File: src/sv/gpa_pkg.sv
// Shared types and constants for the grouped pricing aggregation unit.
package gpa_pkg;

  localparam int SUM_W      = 64;
  localparam int CNT_W      = 32;
  localparam int PCT_W      = 7;
  localparam int KEY_BITS_D = 16;
  localparam logic [PCT_W-1:0] PCT_FULL = 7'd100;

  typedef struct packed {
    logic [SUM_W-1:0] qty;
    logic [SUM_W-1:0] disc;
    logic [SUM_W-1:0] price;
    logic [SUM_W-1:0] dprice;
    logic [SUM_W-1:0] charge;
    logic [CNT_W-1:0] cnt;
  } entry_t;

  typedef struct packed {
    logic             start;
    logic [SUM_W-1:0] dividend;
    logic [CNT_W-1:0] divisor;
  } div_req_t;

  function automatic logic [SUM_W-1:0] sat_add(input logic [SUM_W-1:0] a,
                                               input logic [SUM_W-1:0] b);
    logic [SUM_W:0] s;
    s = {1'b0, a} + {1'b0, b};
    return s[SUM_W] ? {SUM_W{1'b1}} : s[SUM_W-1:0];
  endfunction

endpackage

File: src/sv/gpa_divider.sv
// Restoring divider that yields one quotient bit per cycle.
module gpa_divider (
  input  logic                     clk,
  input  logic                     rst_n,
  input  gpa_pkg::div_req_t        req,
  output logic                     done,
  output logic [gpa_pkg::SUM_W-1:0] quotient
);

  localparam int SW = gpa_pkg::SUM_W;
  localparam int CW = gpa_pkg::CNT_W;
  localparam int NB = $clog2(SW);

  logic [SW-1:0]         quo_r, quo_nxt;
  logic [CW-1:0]         rem_r, rem_nxt;
  logic [CW-1:0]         dvs_r, dvs_nxt;
  logic [NB-1:0]         cnt_r, cnt_nxt;
  logic                  busy_r, busy_nxt;
  logic                  done_r, done_nxt;
  logic [CW:0]           rem_sh;
  logic [CW:0]           diff;

  always_comb begin
    quo_nxt  = quo_r;
    rem_nxt  = rem_r;
    dvs_nxt  = dvs_r;
    cnt_nxt  = cnt_r;
    busy_nxt = busy_r;
    done_nxt = 1'b0;
    rem_sh   = {rem_r, quo_r[SW-1]};
    diff     = rem_sh - {1'b0, dvs_r};
    if (req.start) begin
      quo_nxt  = req.dividend;
      rem_nxt  = '0;
      dvs_nxt  = req.divisor;
      cnt_nxt  = '0;
      busy_nxt = 1'b1;
    end else if (busy_r) begin
      if (!diff[CW]) begin
        rem_nxt = diff[CW-1:0];
        quo_nxt = {quo_r[SW-2:0], 1'b1};
      end else begin
        rem_nxt = rem_sh[CW-1:0];
        quo_nxt = {quo_r[SW-2:0], 1'b0};
      end
      cnt_nxt = cnt_r + NB'(1);
      if (cnt_r == NB'(SW - 1)) begin
        busy_nxt = 1'b0;
        done_nxt = 1'b1;
      end
    end
  end

  always_ff @(posedge clk) begin
    if (!rst_n) begin
      busy_r <= 1'b0;
      done_r <= 1'b0;
    end else begin
      busy_r <= busy_nxt;
      done_r <= done_nxt;
    end
    quo_r <= quo_nxt;
    rem_r <= rem_nxt;
    dvs_r <= dvs_nxt;
    cnt_r <= cnt_nxt;
  end

  assign done     = done_r;
  assign quotient = quo_r;

endmodule

File: config.mk
export PLATFORM = sky130hd
export DESIGN_NAME = gpa_divider
export DESIGN_NICKNAME = d
export VERILOG_FILES = /design/src/sv/gpa_pkg.sv /design/src/sv/gpa_divider.sv
export SDC_FILE = /design/constraint.sdc
export NUM_CORES = 1
export LEC_CHECK = 0
export BUFFER_PORTS_ARGS = -buffer_cell sky130_fd_sc_hd__buf_2
export CAP_MARGIN = 20
export CORE_MARGIN = 1.5
export CORE_UTILIZATION = 40
export CTS_CLUSTER_DIAMETER = 150
export DETAILED_ROUTE_END_ITERATION = 7
export SKIP_LAST_GASP = 1
export SLEW_MARGIN = 20
export SYNTH_ARGS = -nofsm -noshare
export SYNTH_HDL_FRONTEND = slang
export SYNTH_SLANG_ARGS = --single-unit
export TNS_END_PERCENT = 100
File: constraint.sdc
create_clock -name clk -period 3.63 [get_ports clk]
set_input_delay 0.363 -clock clk [delete_from_list [all_inputs] [get_ports clk]]
set_output_delay 0.363 -clock clk [all_outputs]
set_load 0.1 [all_outputs]
==> impl_results.md, run 1 <==
- Via/cell ratio: roughly 5.4
- Layout area overhead: 22.26%
- Synth Net Count: 829
- N_diodes: 0
- Syn Inst Count: 696
- Worst Min Path Start: req[18]
- Full die area: 0.01947 mm^2
- Nets: 988
- Top FF cell, synth: edfxtp_1
- Initial core utilization: 41.10%
- Slowest stage cell, crit path: o21ai_0
- YS warnings: 0
- Average size of a mapped cell: 10.72 um^2
- Die Y: 139.6 um
- Reg-to-Reg Start: quotient[63]$_DFFE_PP_
- Vias in the first global route: ~6000
- Setup repair after global routing missed its margin: no
- Root buf cell: clkbuf_16
- Final TNS setup: 0 ns
- # IOs: around 160
- Layout cell share with drive strength beyond 1: between 30 and 40%
- Share of flip-flops with an asynchronous set or reset: 0%
- Setup Skew: approximately 0.011 ns
- Row cnt: 49
- Worst rel slew slack: between 50 and 60%
- Crit path buffers/inverters: 1
- Min-Delay Path Class: in -> reg
- # resized after CTS: 0
- Post-synthesis sequential area ratio: 49.39%
- Max-Cap Viols: 0
- # port buffers: 163
- Final min period: 3.146 ns
- Final antenna-violating net count: 0
- Area after DPL: 0.008519 mm^2
- Residual DRC: 2
- H-tree Lvls: 4
- Die Width: 139.6 um
- CP Cell Sequence: inv_1 -> ha_1 -> fa_1 -> nand2b_1 -> a21oi_1 -> o211ai_1 -> a211oi_2 -> nor3_1 -> o21ai_0 -> a221oi_1 -> or3_1
- WS Path Type: reg -> reg
- LEAKAGE: 3.810 nW
- CTS Sinks: 136
- Worst skew pair latency: 0.42 ns
- Max-slew violation count: 0
- Reg2reg end: rem_r[31]$_SDFFE_PP0P_
- Max stage delay on crit path: 0.44 ns
- Drt pass-1 iters: 7
- Setup bufs post-CTS: 0
- Core ar.: 0.01815 mm^2
- P per Cell Area: 560.3 mW/mm^2
- Required @ worst endpoint: 3.94 ns
- CTS tree: done
- Hold_buf cts: 0
- First-pass GRT wire length: 30120 um
- Wirelength per Cell: 16.84 um
- Clock-pin slew on the worst setup and hold paths: 0.07 ns
- R2r setup slk: 0.48 ns
- Period utilization: roughly 87%
- Final WL: 18480 um
- DRT iter0 DRCs: 285
- CP startpoint kind: register
- Crit-path max FO: 5
- Data arrival time of the worst path: 3.45 ns
- Initial antenna violation count: 0
- Endpoints failing hold: 0
- EDFF count, synth: 96
- Synth cell types: between 60 and 70
- Reg2Reg Depth: 11
- Hold Crit Endpoint: dvs_r[18]$_DFFE_PP_
- Clock Path Buffers: 2
- Final instance area: 0.009119 mm^2
- GRT Total Usage: between 10% and 20%
- Grt total ovfl: 0
- TritonCTS Buffers: 17
- Final HPWL DP: 13410 um
- Cell Area, Synth: 0.007458 mm^2
- Critical path capture point type: register
- Outcome: finished, violations left
- Final setup vio count: 0
- Maximum VDD drop: ~0.35 mV
- Worst slew pin tran: 0.7468 ns
- Synth Register Bits: between 100 and 150
- Failing checks: DRC
- Max Fclk: 317.9 MHz
- Top delay family on crit path: compound AO/OA/AOI/OAI gates
- Largest net degree at the start of global routing: 57
- Final RePlAce weighted congestion: 0.8254
- Cell count of the worst hold path: 1
- Vias: 5935
## power by group
part | total (mW) | switching, mW | internal, mW
logic | 1.43 | 1.03 | 0.400
registers | 1.92 | 0.0872 | 1.83
clock network | 1.76 | 0.773 | 0.989
## registers in the layout (all words and copies together), names as in the netlist
register,cells
busy_r,1
dvs_r,32
quotient,64
done,1
cnt_r,6
rem_r,32
## kinds of logic (layout without fill, tap and decap cells)
group / Yosys count / in the layout / share of synthesized area, %
AO/OA/AOI/OAI: 181 / 181 / 16.41
AND/OR/NAND/NOR: 173 / 173 / 11.32
flip-flops: 136 / 136 / 49.39
buffers and inverters: 83 / 255 / 4.479
multiplexers: 65 / 65 / 9.780
adder cells (fa/ha/maj): 34 / 34 / 5.804
XOR/XNOR: 24 / 24 / 2.818
## per-stage QoR
stage               total power, mW  util, %  hold WS (ns)  instances  setup slack [ns]
floorplan                     3.076        -        0.4537        696           0.07742
global placement              3.372    46.95        0.4723       1065            0.5576
detailed placement            3.379    46.95        0.4955       1065            0.4924
CTS                           5.155    50.25       0.09947       1097            0.4823
global route                  5.324    50.25       0.09869       1097            0.1918
finish                        5.109    50.25        0.1142       1097            0.4839
## layer usage
| layer | share of wire (%) | global-route usage (%) |
|---|---|---|
| met2 | 46 | 31.13 |
| met1 | 45 | 24.50 |
| met5 | 0 | 0 |
| met3 | 7.2 | 6.194 |
| met4 | 1.5 | 6.814 |
## worst register-to-register path, delay by kind of cell, from the launching register on
| kind | cells | cell delay, ns |
|---|---|---|
| adders and majority gates | 2 | 0.59 |
| DFF | 1 | 0.37 |
| and+or+nand+nor | 3 | 0.68 |
| AOI/OAI and AO/OA | 5 | 1.34 |
| buffers and inverters | 1 | 0.05 |
## worst max-delay path by stage
stage          cells past startpoint              startpoint  slack (ns)                endpoint
2_1_floorplan                     11  quotient[63]$_DFFE_PP_        0.08   rem_r[6]$_SDFFE_PP0P_
4_1_cts                           11  quotient[63]$_DFFE_PP_        0.48  rem_r[31]$_SDFFE_PP0P_
5_1_grt                           11  quotient[63]$_DFFE_PP_        0.19  rem_r[31]$_SDFFE_PP0P_
6_report                          11  quotient[63]$_DFFE_PP_        0.48  rem_r[31]$_SDFFE_PP0P_
3_3_place_gp                      11  quotient[63]$_DFFE_PP_        0.56  rem_r[31]$_SDFFE_PP0P_
3_5_place_dp                      11  quotient[63]$_DFFE_PP_        0.49   rem_r[6]$_SDFFE_PP0P_
## cell usage in the layout, fill, tap and decap left out, types with 3 or more instances in the layout
master,n
a21boi_0,3
edfxtp_1,96
or2_2,3
a21oi_1,40
o2111ai_1,4
dfxtp_1,39
mux2_2,63
or3_1,7
buf_2,162
ha_1,33
buf_4,13
nand4_1,9
inv_6,5
o21a_1,5
nand2b_1,6
xor2_1,10
and2_1,5
nor2_1,52
a211oi_1,5
xnor2_1,14
a311oi_1,27
a21oi_2,3
clkbuf_16,17
o22ai_1,3
nand3_1,33
nand2_1,31
o21ai_0,43
a21o_1,13
inv_8,6
inv_1,46
nor3_1,6
o211ai_1,5
and3_1,8
o21bai_1,7
## cell type report
type                            instances  area, um^2
Clock buffer                           17       425.4
Clock inverter                         15       173.9
Fill cell                            1708        9029
Inverter                               47       176.4
Multi-Input combinational cell        477        3443
Sequential cell                       136        3685
Tap cell                              229       286.5
Timing Repair Buffer                  176       928.4
## cell usage after synthesis, types with 3 or more instances
library cell / count / area, um^2
xor2_1: 10 / 87.58
o2111ai_1: 4 / 35.03
nand2_1: 32 / 120.1
nor2_1: 52 / 195.2
a21oi_2: 3 / 26.28
nand4_1: 9 / 56.30
o21a_1: 5 / 37.54
clkbuf_1: 26 / 97.59
o211ai_1: 5 / 37.54
a311oi_1: 27 / 236.5
and3_1: 8 / 50.05
o21ai_0: 43 / 215.2
nand3_1: 33 / 165.2
a21oi_1: 40 / 200.2
or3_1: 7 / 43.79
or2_2: 3 / 18.77
buf_2: 6 / 30.03
a21boi_0: 3 / 22.52
ha_1: 33 / 412.9
a211oi_1: 5 / 37.54
o22ai_1: 3 / 18.77
and2_1: 5 / 31.28
inv_1: 46 / 172.7
xnor2_1: 14 / 122.6
nand2b_1: 6 / 37.54
a21o_1: 13 / 97.59
o21bai_1: 7 / 52.55
mux2_2: 63 / 709.4
dfxtp_1: 40 / 800.8
nor3_1: 6 / 30.03
edfxtp_1: 96 / 2883
Power figures use the tool's default switching activity.
==> run 2: changes to the inputs <==
--- a/config.mk
+++ b/config.mk
@@ -8,9 +8,10 @@
 export BUFFER_PORTS_ARGS = -buffer_cell sky130_fd_sc_hd__buf_2
 export CAP_MARGIN = 20
 export CORE_MARGIN = 1.5
-export CORE_UTILIZATION = 40
+export CORE_UTILIZATION = 47
 export CTS_CLUSTER_DIAMETER = 150
 export DETAILED_ROUTE_END_ITERATION = 7
+export PLACE_DENSITY = 0.71
 export SKIP_LAST_GASP = 1
 export SLEW_MARGIN = 20
 export SYNTH_ARGS = -nofsm -noshare
==> impl_results.md, run 2 (same netlist as run 1, synthesis figures left out) <==
- Initial core utilization: 48.52%
- Via/cell ratio: 5.530
- Outcome: complete, no violations
- Endpoints failing hold: 0
- Grt total ovfl: 0
- Final HPWL DP: 12810 um
- Max stage delay on crit path: 0.58 ns
- Layout area overhead: 21.41%
- Setup bufs post-CTS: 0
- CP Cell Sequence: inv_1 -> ha_1 -> fa_1 -> nand2b_1 -> a21oi_1 -> o211ai_1 -> a211oi_2 -> or3_4 -> a21oi_1 -> or4b_1 -> a311oi_1
- Max-Cap Viols: 0
- Root buf cell: clkbuf_16
- Sw Pwr: 1.863 mW
- Worst skew pair latency: between 0.4 and 0.5 ns
- DRT iter0 DRCs: 470
- Final antenna-violating net count: 0
- Hold_buf cts: 0
- Data arrival time of the worst path: ~3.6 ns
- Switching Share: 37.31%
- Nets: roughly 1000
- Vias: 5956
- Worst slew pin tran: 0.6851 ns
- Slowest stage cell, crit path: or4b_1
- WS Path Type: reg -> reg
- Die Width: around 130 um
- Final TNS setup: 0 ns
- Final instance area: 0.009055 mm^2
- Comb power frac: 28.8%
- Crit path buffers/inverters: 1
- Final RePlAce weighted congestion: 0.8876
- Max reg flops: 64
- Clock-pin slew on the worst setup and hold paths: approximately 0.070 ns
- Residual DRC: 0
- Largest net degree at the start of global routing: 61
- Worst rel slew slack: 54.33%
- # resized after CTS: 0
- Final min period: 3.244 ns
- Max-slew violation count: 0
- Crit. Startpoint: quotient[63]$_DFFE_PP_
- Power share of the clock group: 33.0%
- Most common cell after layout, fill and taps aside: buf_2
- Row cnt: between 40 and 50
- Layout cell share with drive strength beyond 1: approximately a third
- Critical path capture point type: register
- Full die area: 0.01663 mm^2
- Worst Min Path Start: req[1]
- Area after DPL: 0.008494 mm^2
- Pwr Total: 4.993 mW
- CP startpoint kind: register
- First-pass GRT wire length: 28880 um
- Critical Path Most Common Cell: a21oi_1
- Setup Skew: 0.01131 ns
- Final WL: 17920 um
- Crit-path max FO: 8
- Core ar.: 0.01537 mm^2
- Cell internal pwr: 3.130 mW
- LEAKAGE: 3.782 nW
- GRT Total Usage: 22.38%
- P per Cell Area: 551.4 mW/mm^2
- Reg-to-Reg Start: quotient[63]$_DFFE_PP_
- # IOs: 164
- Commonest cells after routing, fill and taps aside: buf_2, edfxtp_1, mux2_2
- Period utilization: between 80% and 90%
- CTS Sinks: 136
- # port buffers: 163
- Top delay family on crit path: compound AO/OA/AOI/OAI gates
- Vias in the first global route: 5869
- CTS tree: done
- Initial antenna violation count: 0
- Die Y: 129.0 um
- Sequential Power Share: 38.3%
- Clock Path Buffers: 2
- N_diodes: 0
- Filler instances: around 1300
- TritonCTS Buffers: 17
- Max Fclk: between 300 and 400 MHz
- Final setup vio count: 0
- H-tree Lvls: 4
- Required @ worst endpoint: 3.96 ns
- Setup repair after global routing missed its margin: no
- Min-Delay Path Class: in -> reg
- Maximum VDD drop: 0.4432 mV
- Wirelength per Cell: 16.64 um
- Drt pass-1 iters: 7
[run 2: cell types whose count changed in the layout (fill, tap and decap cells not counted), sizes merged]
cell      before  now
clkinv         2    4
inv           58   56
bufinv         1    0
buf          176  174
clkinvlp       1    2
[run 2: power groups by stage]
stage	logic (mW)	clock network, mW	registers [mW]
5_1_grt	1.54	1.75	1.93
4_1_cts	1.44	1.67	1.91
6_report	1.44	1.65	1.91
3_5_place_dp	1.43	0	1.94
2_1_floorplan	0.597	0	2.48
3_3_place_gp	1.42	0	1.94
[run 2: final timing paths]
check / endpoint / slack, ns / depth (start not counted)
setup / recovery: rem_r[10]$_SDFFE_PP0P_ / 0.39 / 11
setup reg to reg: rem_r[10]$_SDFFE_PP0P_ / 0.39 / 11
hold / removal: dvs_r[1]$_DFFE_PP_ / 0.11 / 1
hold reg to reg: cnt_r[5]$_SDFFE_PP0P_ / 0.49 / 2
[run 2: area by class of cell]
| type | instances | area, um^2 | area share, % |
|---|---|---|---|
| Clock buffer | 17 | 425.4 | 4.698 |
| Clock inverter | 15 | 135.1 | 1.492 |
| Inverter | 47 | 176.4 | 1.948 |
| Multi-Input combinational cell | 477 | 3443 | 38.03 |
| Sequential cell | 136 | 3685 | 40.69 |
| Tap cell | 211 | 264.0 | 2.916 |
| Timing Repair Buffer | 174 | 925.9 | 10.23 |
[run 2: routing by layer]
metal,track usage [%],routed length (um),vias up
met5,0,0,-
met4,6.675,266,0
met3,7.942,1501,21
met2,37.37,8560,220
met1,27.29,7591,2768
li1,-,-,2947
[run 2: stage by stage]
stage | utilization [%] | worst slack [ns] | cells | hold WS, ns
6_report | 58.91 | 0.3863 | 1077 | 0.1079
5_1_grt | 58.91 | 0.06112 | 1077 | 0.08914
4_1_cts | 58.91 | 0.3787 | 1077 | 0.09331
3_5_place_dp | 55.26 | 0.3884 | 1045 | 0.4835
3_3_place_gp | 55.26 | 0.5426 | 1045 | 0.4693
2_1_floorplan | - | 0.07742 | 696 | 0.4537
==> run 3: changes to the inputs <==
--- a/config.mk
+++ b/config.mk
@@ -7,11 +7,13 @@
 export LEC_CHECK = 0
 export BUFFER_PORTS_ARGS = -buffer_cell sky130_fd_sc_hd__buf_2
 export CAP_MARGIN = 20
+export CELL_PAD_IN_SITES_DETAIL_PLACEMENT = 0
+export CELL_PAD_IN_SITES_GLOBAL_PLACEMENT = 1
 export CORE_MARGIN = 1.5
-export CORE_UTILIZATION = 47
+export CORE_UTILIZATION = 43
 export CTS_CLUSTER_DIAMETER = 150
 export DETAILED_ROUTE_END_ITERATION = 7
-export PLACE_DENSITY = 0.71
+export PLACE_DENSITY_LB_ADDON = 0.1
 export SKIP_LAST_GASP = 1
 export SLEW_MARGIN = 20
 export SYNTH_ARGS = -nofsm -noshare
==> impl_results.md, run 3 (same netlist as run 1, synthesis figures left out) <==
- Outcome: complete, no violations
- Maximum VDD drop: 0.4153 mV
- Data arrival time of the worst path: 3.61 ns
- WS Path Type: reg -> reg
- Residual DRC: 0
- Layout cell share with drive strength beyond 1: between 30% and 40%
- TritonCTS Buffers: 17
- Vias: 5956
- CP startpoint kind: register
- Die Width: 134.7 um
- Die Y: 134.7 um
- Final min period: 3.298 ns
- Final WL: 18270 um
- Wirelength per Cell: 16.84 um
- Most common cell after layout, fill and taps aside: buf_2
- Final instance area: 0.009082 mm^2
- Clock Path Buffers: 2
- Min-Delay Path Class: in -> reg
- Critical path capture point type: register
- Slowest stage cell, crit path: a21oi_2
- Full die area: ~0.018 mm^2
- Core ar.: between 0.015 and 0.02 mm^2
- Worst Setup Slack, final: roughly 0.33 ns
- First-pass GRT wire length: ~30000 um
- N_diodes: 0
- Largest net degree at the start of global routing: 69
- Sw Pwr: ~1.8 mW
- Power share of the clock group: 34.8%
- # IOs: roughly 160
- Final TNS setup: 0 ns
- Final antenna-violating net count: 0
- Final HPWL DP: 13250 um
- Period utilization: 90.84%
- Setup repair after global routing missed its margin: no
- Setup bufs post-CTS: 0
- Initial core utilization: 44.50%
- Worst slack, placed: slightly below 0.4 ns
- CTS tree: done
- Hold_buf cts: 0
- Max reg flops: 64
- H-tree Lvls: 4
- # port buffers: 163
- Worst skew pair latency: 0.42 ns
- Crit-path max FO: 15
- Placed cells: 1054
- Final RePlAce weighted congestion: 0.8306
- Max-slew violation count: 0
- Comb power frac: between 20% and 30%
- CP Cell Sequence: inv_1 -> ha_1 -> fa_1 -> nand2b_1 -> a21oi_1 -> o211ai_1 -> a211oi_2 -> or3_4 -> a21oi_2 -> buf_4 -> o21ai_0 -> a311oi_1
- CTS Sinks: 136
- Commonest cells after routing, fill and taps aside: buf_2, edfxtp_1, mux2_2
- Max-Cap Viols: 0
- LEAKAGE: 3.789 nW
- Clock-pin slew on the worst setup and hold paths: 0.07 ns
- Max stage delay on crit path: 0.50 ns
- Worst rel slew slack: 44.29%
- Required @ worst endpoint: 3.94 ns
- Sequential Power Share: 37.3%
- Max Fclk: 303.3 MHz
- Endpoints failing hold: 0
- Layout area overhead: 21.77%
- Filler instances: 1516
- Nets: 986
- Root buf cell: clkbuf_16
- Switching Share: about 35%
- Drt pass-1 iters: 4
- Worst slew pin tran: 0.8357 ns
- DRT iter0 DRCs: 300
- Final Non-Filler Cells: 1085
- Area after DPL: ~0.0085 mm^2
- Setup Skew: roughly 0.015 ns
- Initial antenna violation count: 0
- P per Cell Area: roughly 560 mW/mm^2
- Row cnt: 47
- GRT Total Usage: 21.05%
- Vias in the first global route: slightly above 6000
- Via/cell ratio: 5.489
- Cell internal pwr: 3.312 mW
- Final setup vio count: 0
- Grt total ovfl: 0
- # resized after CTS: 0
run 3: changes by cell type in the layout (fill, tap and decap cells not counted), sizes merged:
cell	change
inv	-5
clkbuf	+1
bufinv	+3
run 3: power by group through the flow:
stage          sequential (mW)  clock [mW]  combinational, mW
6_report                  1.91        1.79               1.43
5_1_grt                   1.93        1.88               1.53
4_1_cts                   1.92        1.83               1.43
3_5_place_dp              1.94           0               1.42
3_3_place_gp              1.94           0               1.42
2_1_floorplan             2.48           0              0.597
run 3: layout make-up:
type	count	area, um^2	share of cell area, %
Sequential cell	136	3685	40.57
Inverter	47	176.4	1.942
Tap cell	220	275.3	3.031
Clock buffer	18	429.2	4.725
Clock inverter	13	168.9	1.860
Timing Repair Buffer	174	900.9	9.919
Multi-Input combinational cell	477	3447	37.95
run 3: worst max-delay path, delay by kind of cell (launching register included):
kind | cells | cell delay [ns]
compound gates | 6 | 1.46
flops | 1 | 0.41
simple gates | 2 | 0.56
buf+inv | 2 | 0.39
fa+ha+maj | 2 | 0.37
run 3: metal layers:
layer  up-vias  part of all wire [%]  routed length (um)  global-route usage (%)
li1       2944                     -                   -                       -
met1      2819                    44                8051                   25.89
met2       178                    47                8627                   34.81
met3        15                   7.5                1361                   7.583
met4         0                   1.2                 225                   6.153
met5         -                     0                   0                       0
run 3: through the flow:
step	util, %	hold slack, ns	total power, mW
after floorplan	-	0.4537	3.076
after global placement	50.62	0.4676	3.359
after detailed placement	50.62	0.4923	3.369
after CTS	54.19	0.09234	5.174
after global routing	54.19	0.09446	5.345
final	54.19	0.1140	5.129
run 3: worst paths after layout:
check / cells after the start / slack [ns] / endpoint / from
worst max-delay path: 12 / 0.33 / rem_r[25]$_SDFFE_PP0P_ / quotient[63]$_DFFE_PP_
worst min-delay path: 1 / 0.11 / dvs_r[27]$_DFFE_PP_ / req[27]
worst max register to register: 12 / 0.33 / rem_r[25]$_SDFFE_PP0P_ / quotient[63]$_DFFE_PP_
worst min register to register: 2 / 0.49 / cnt_r[5]$_SDFFE_PP0P_ / cnt_r[5]$_SDFFE_PP0P_
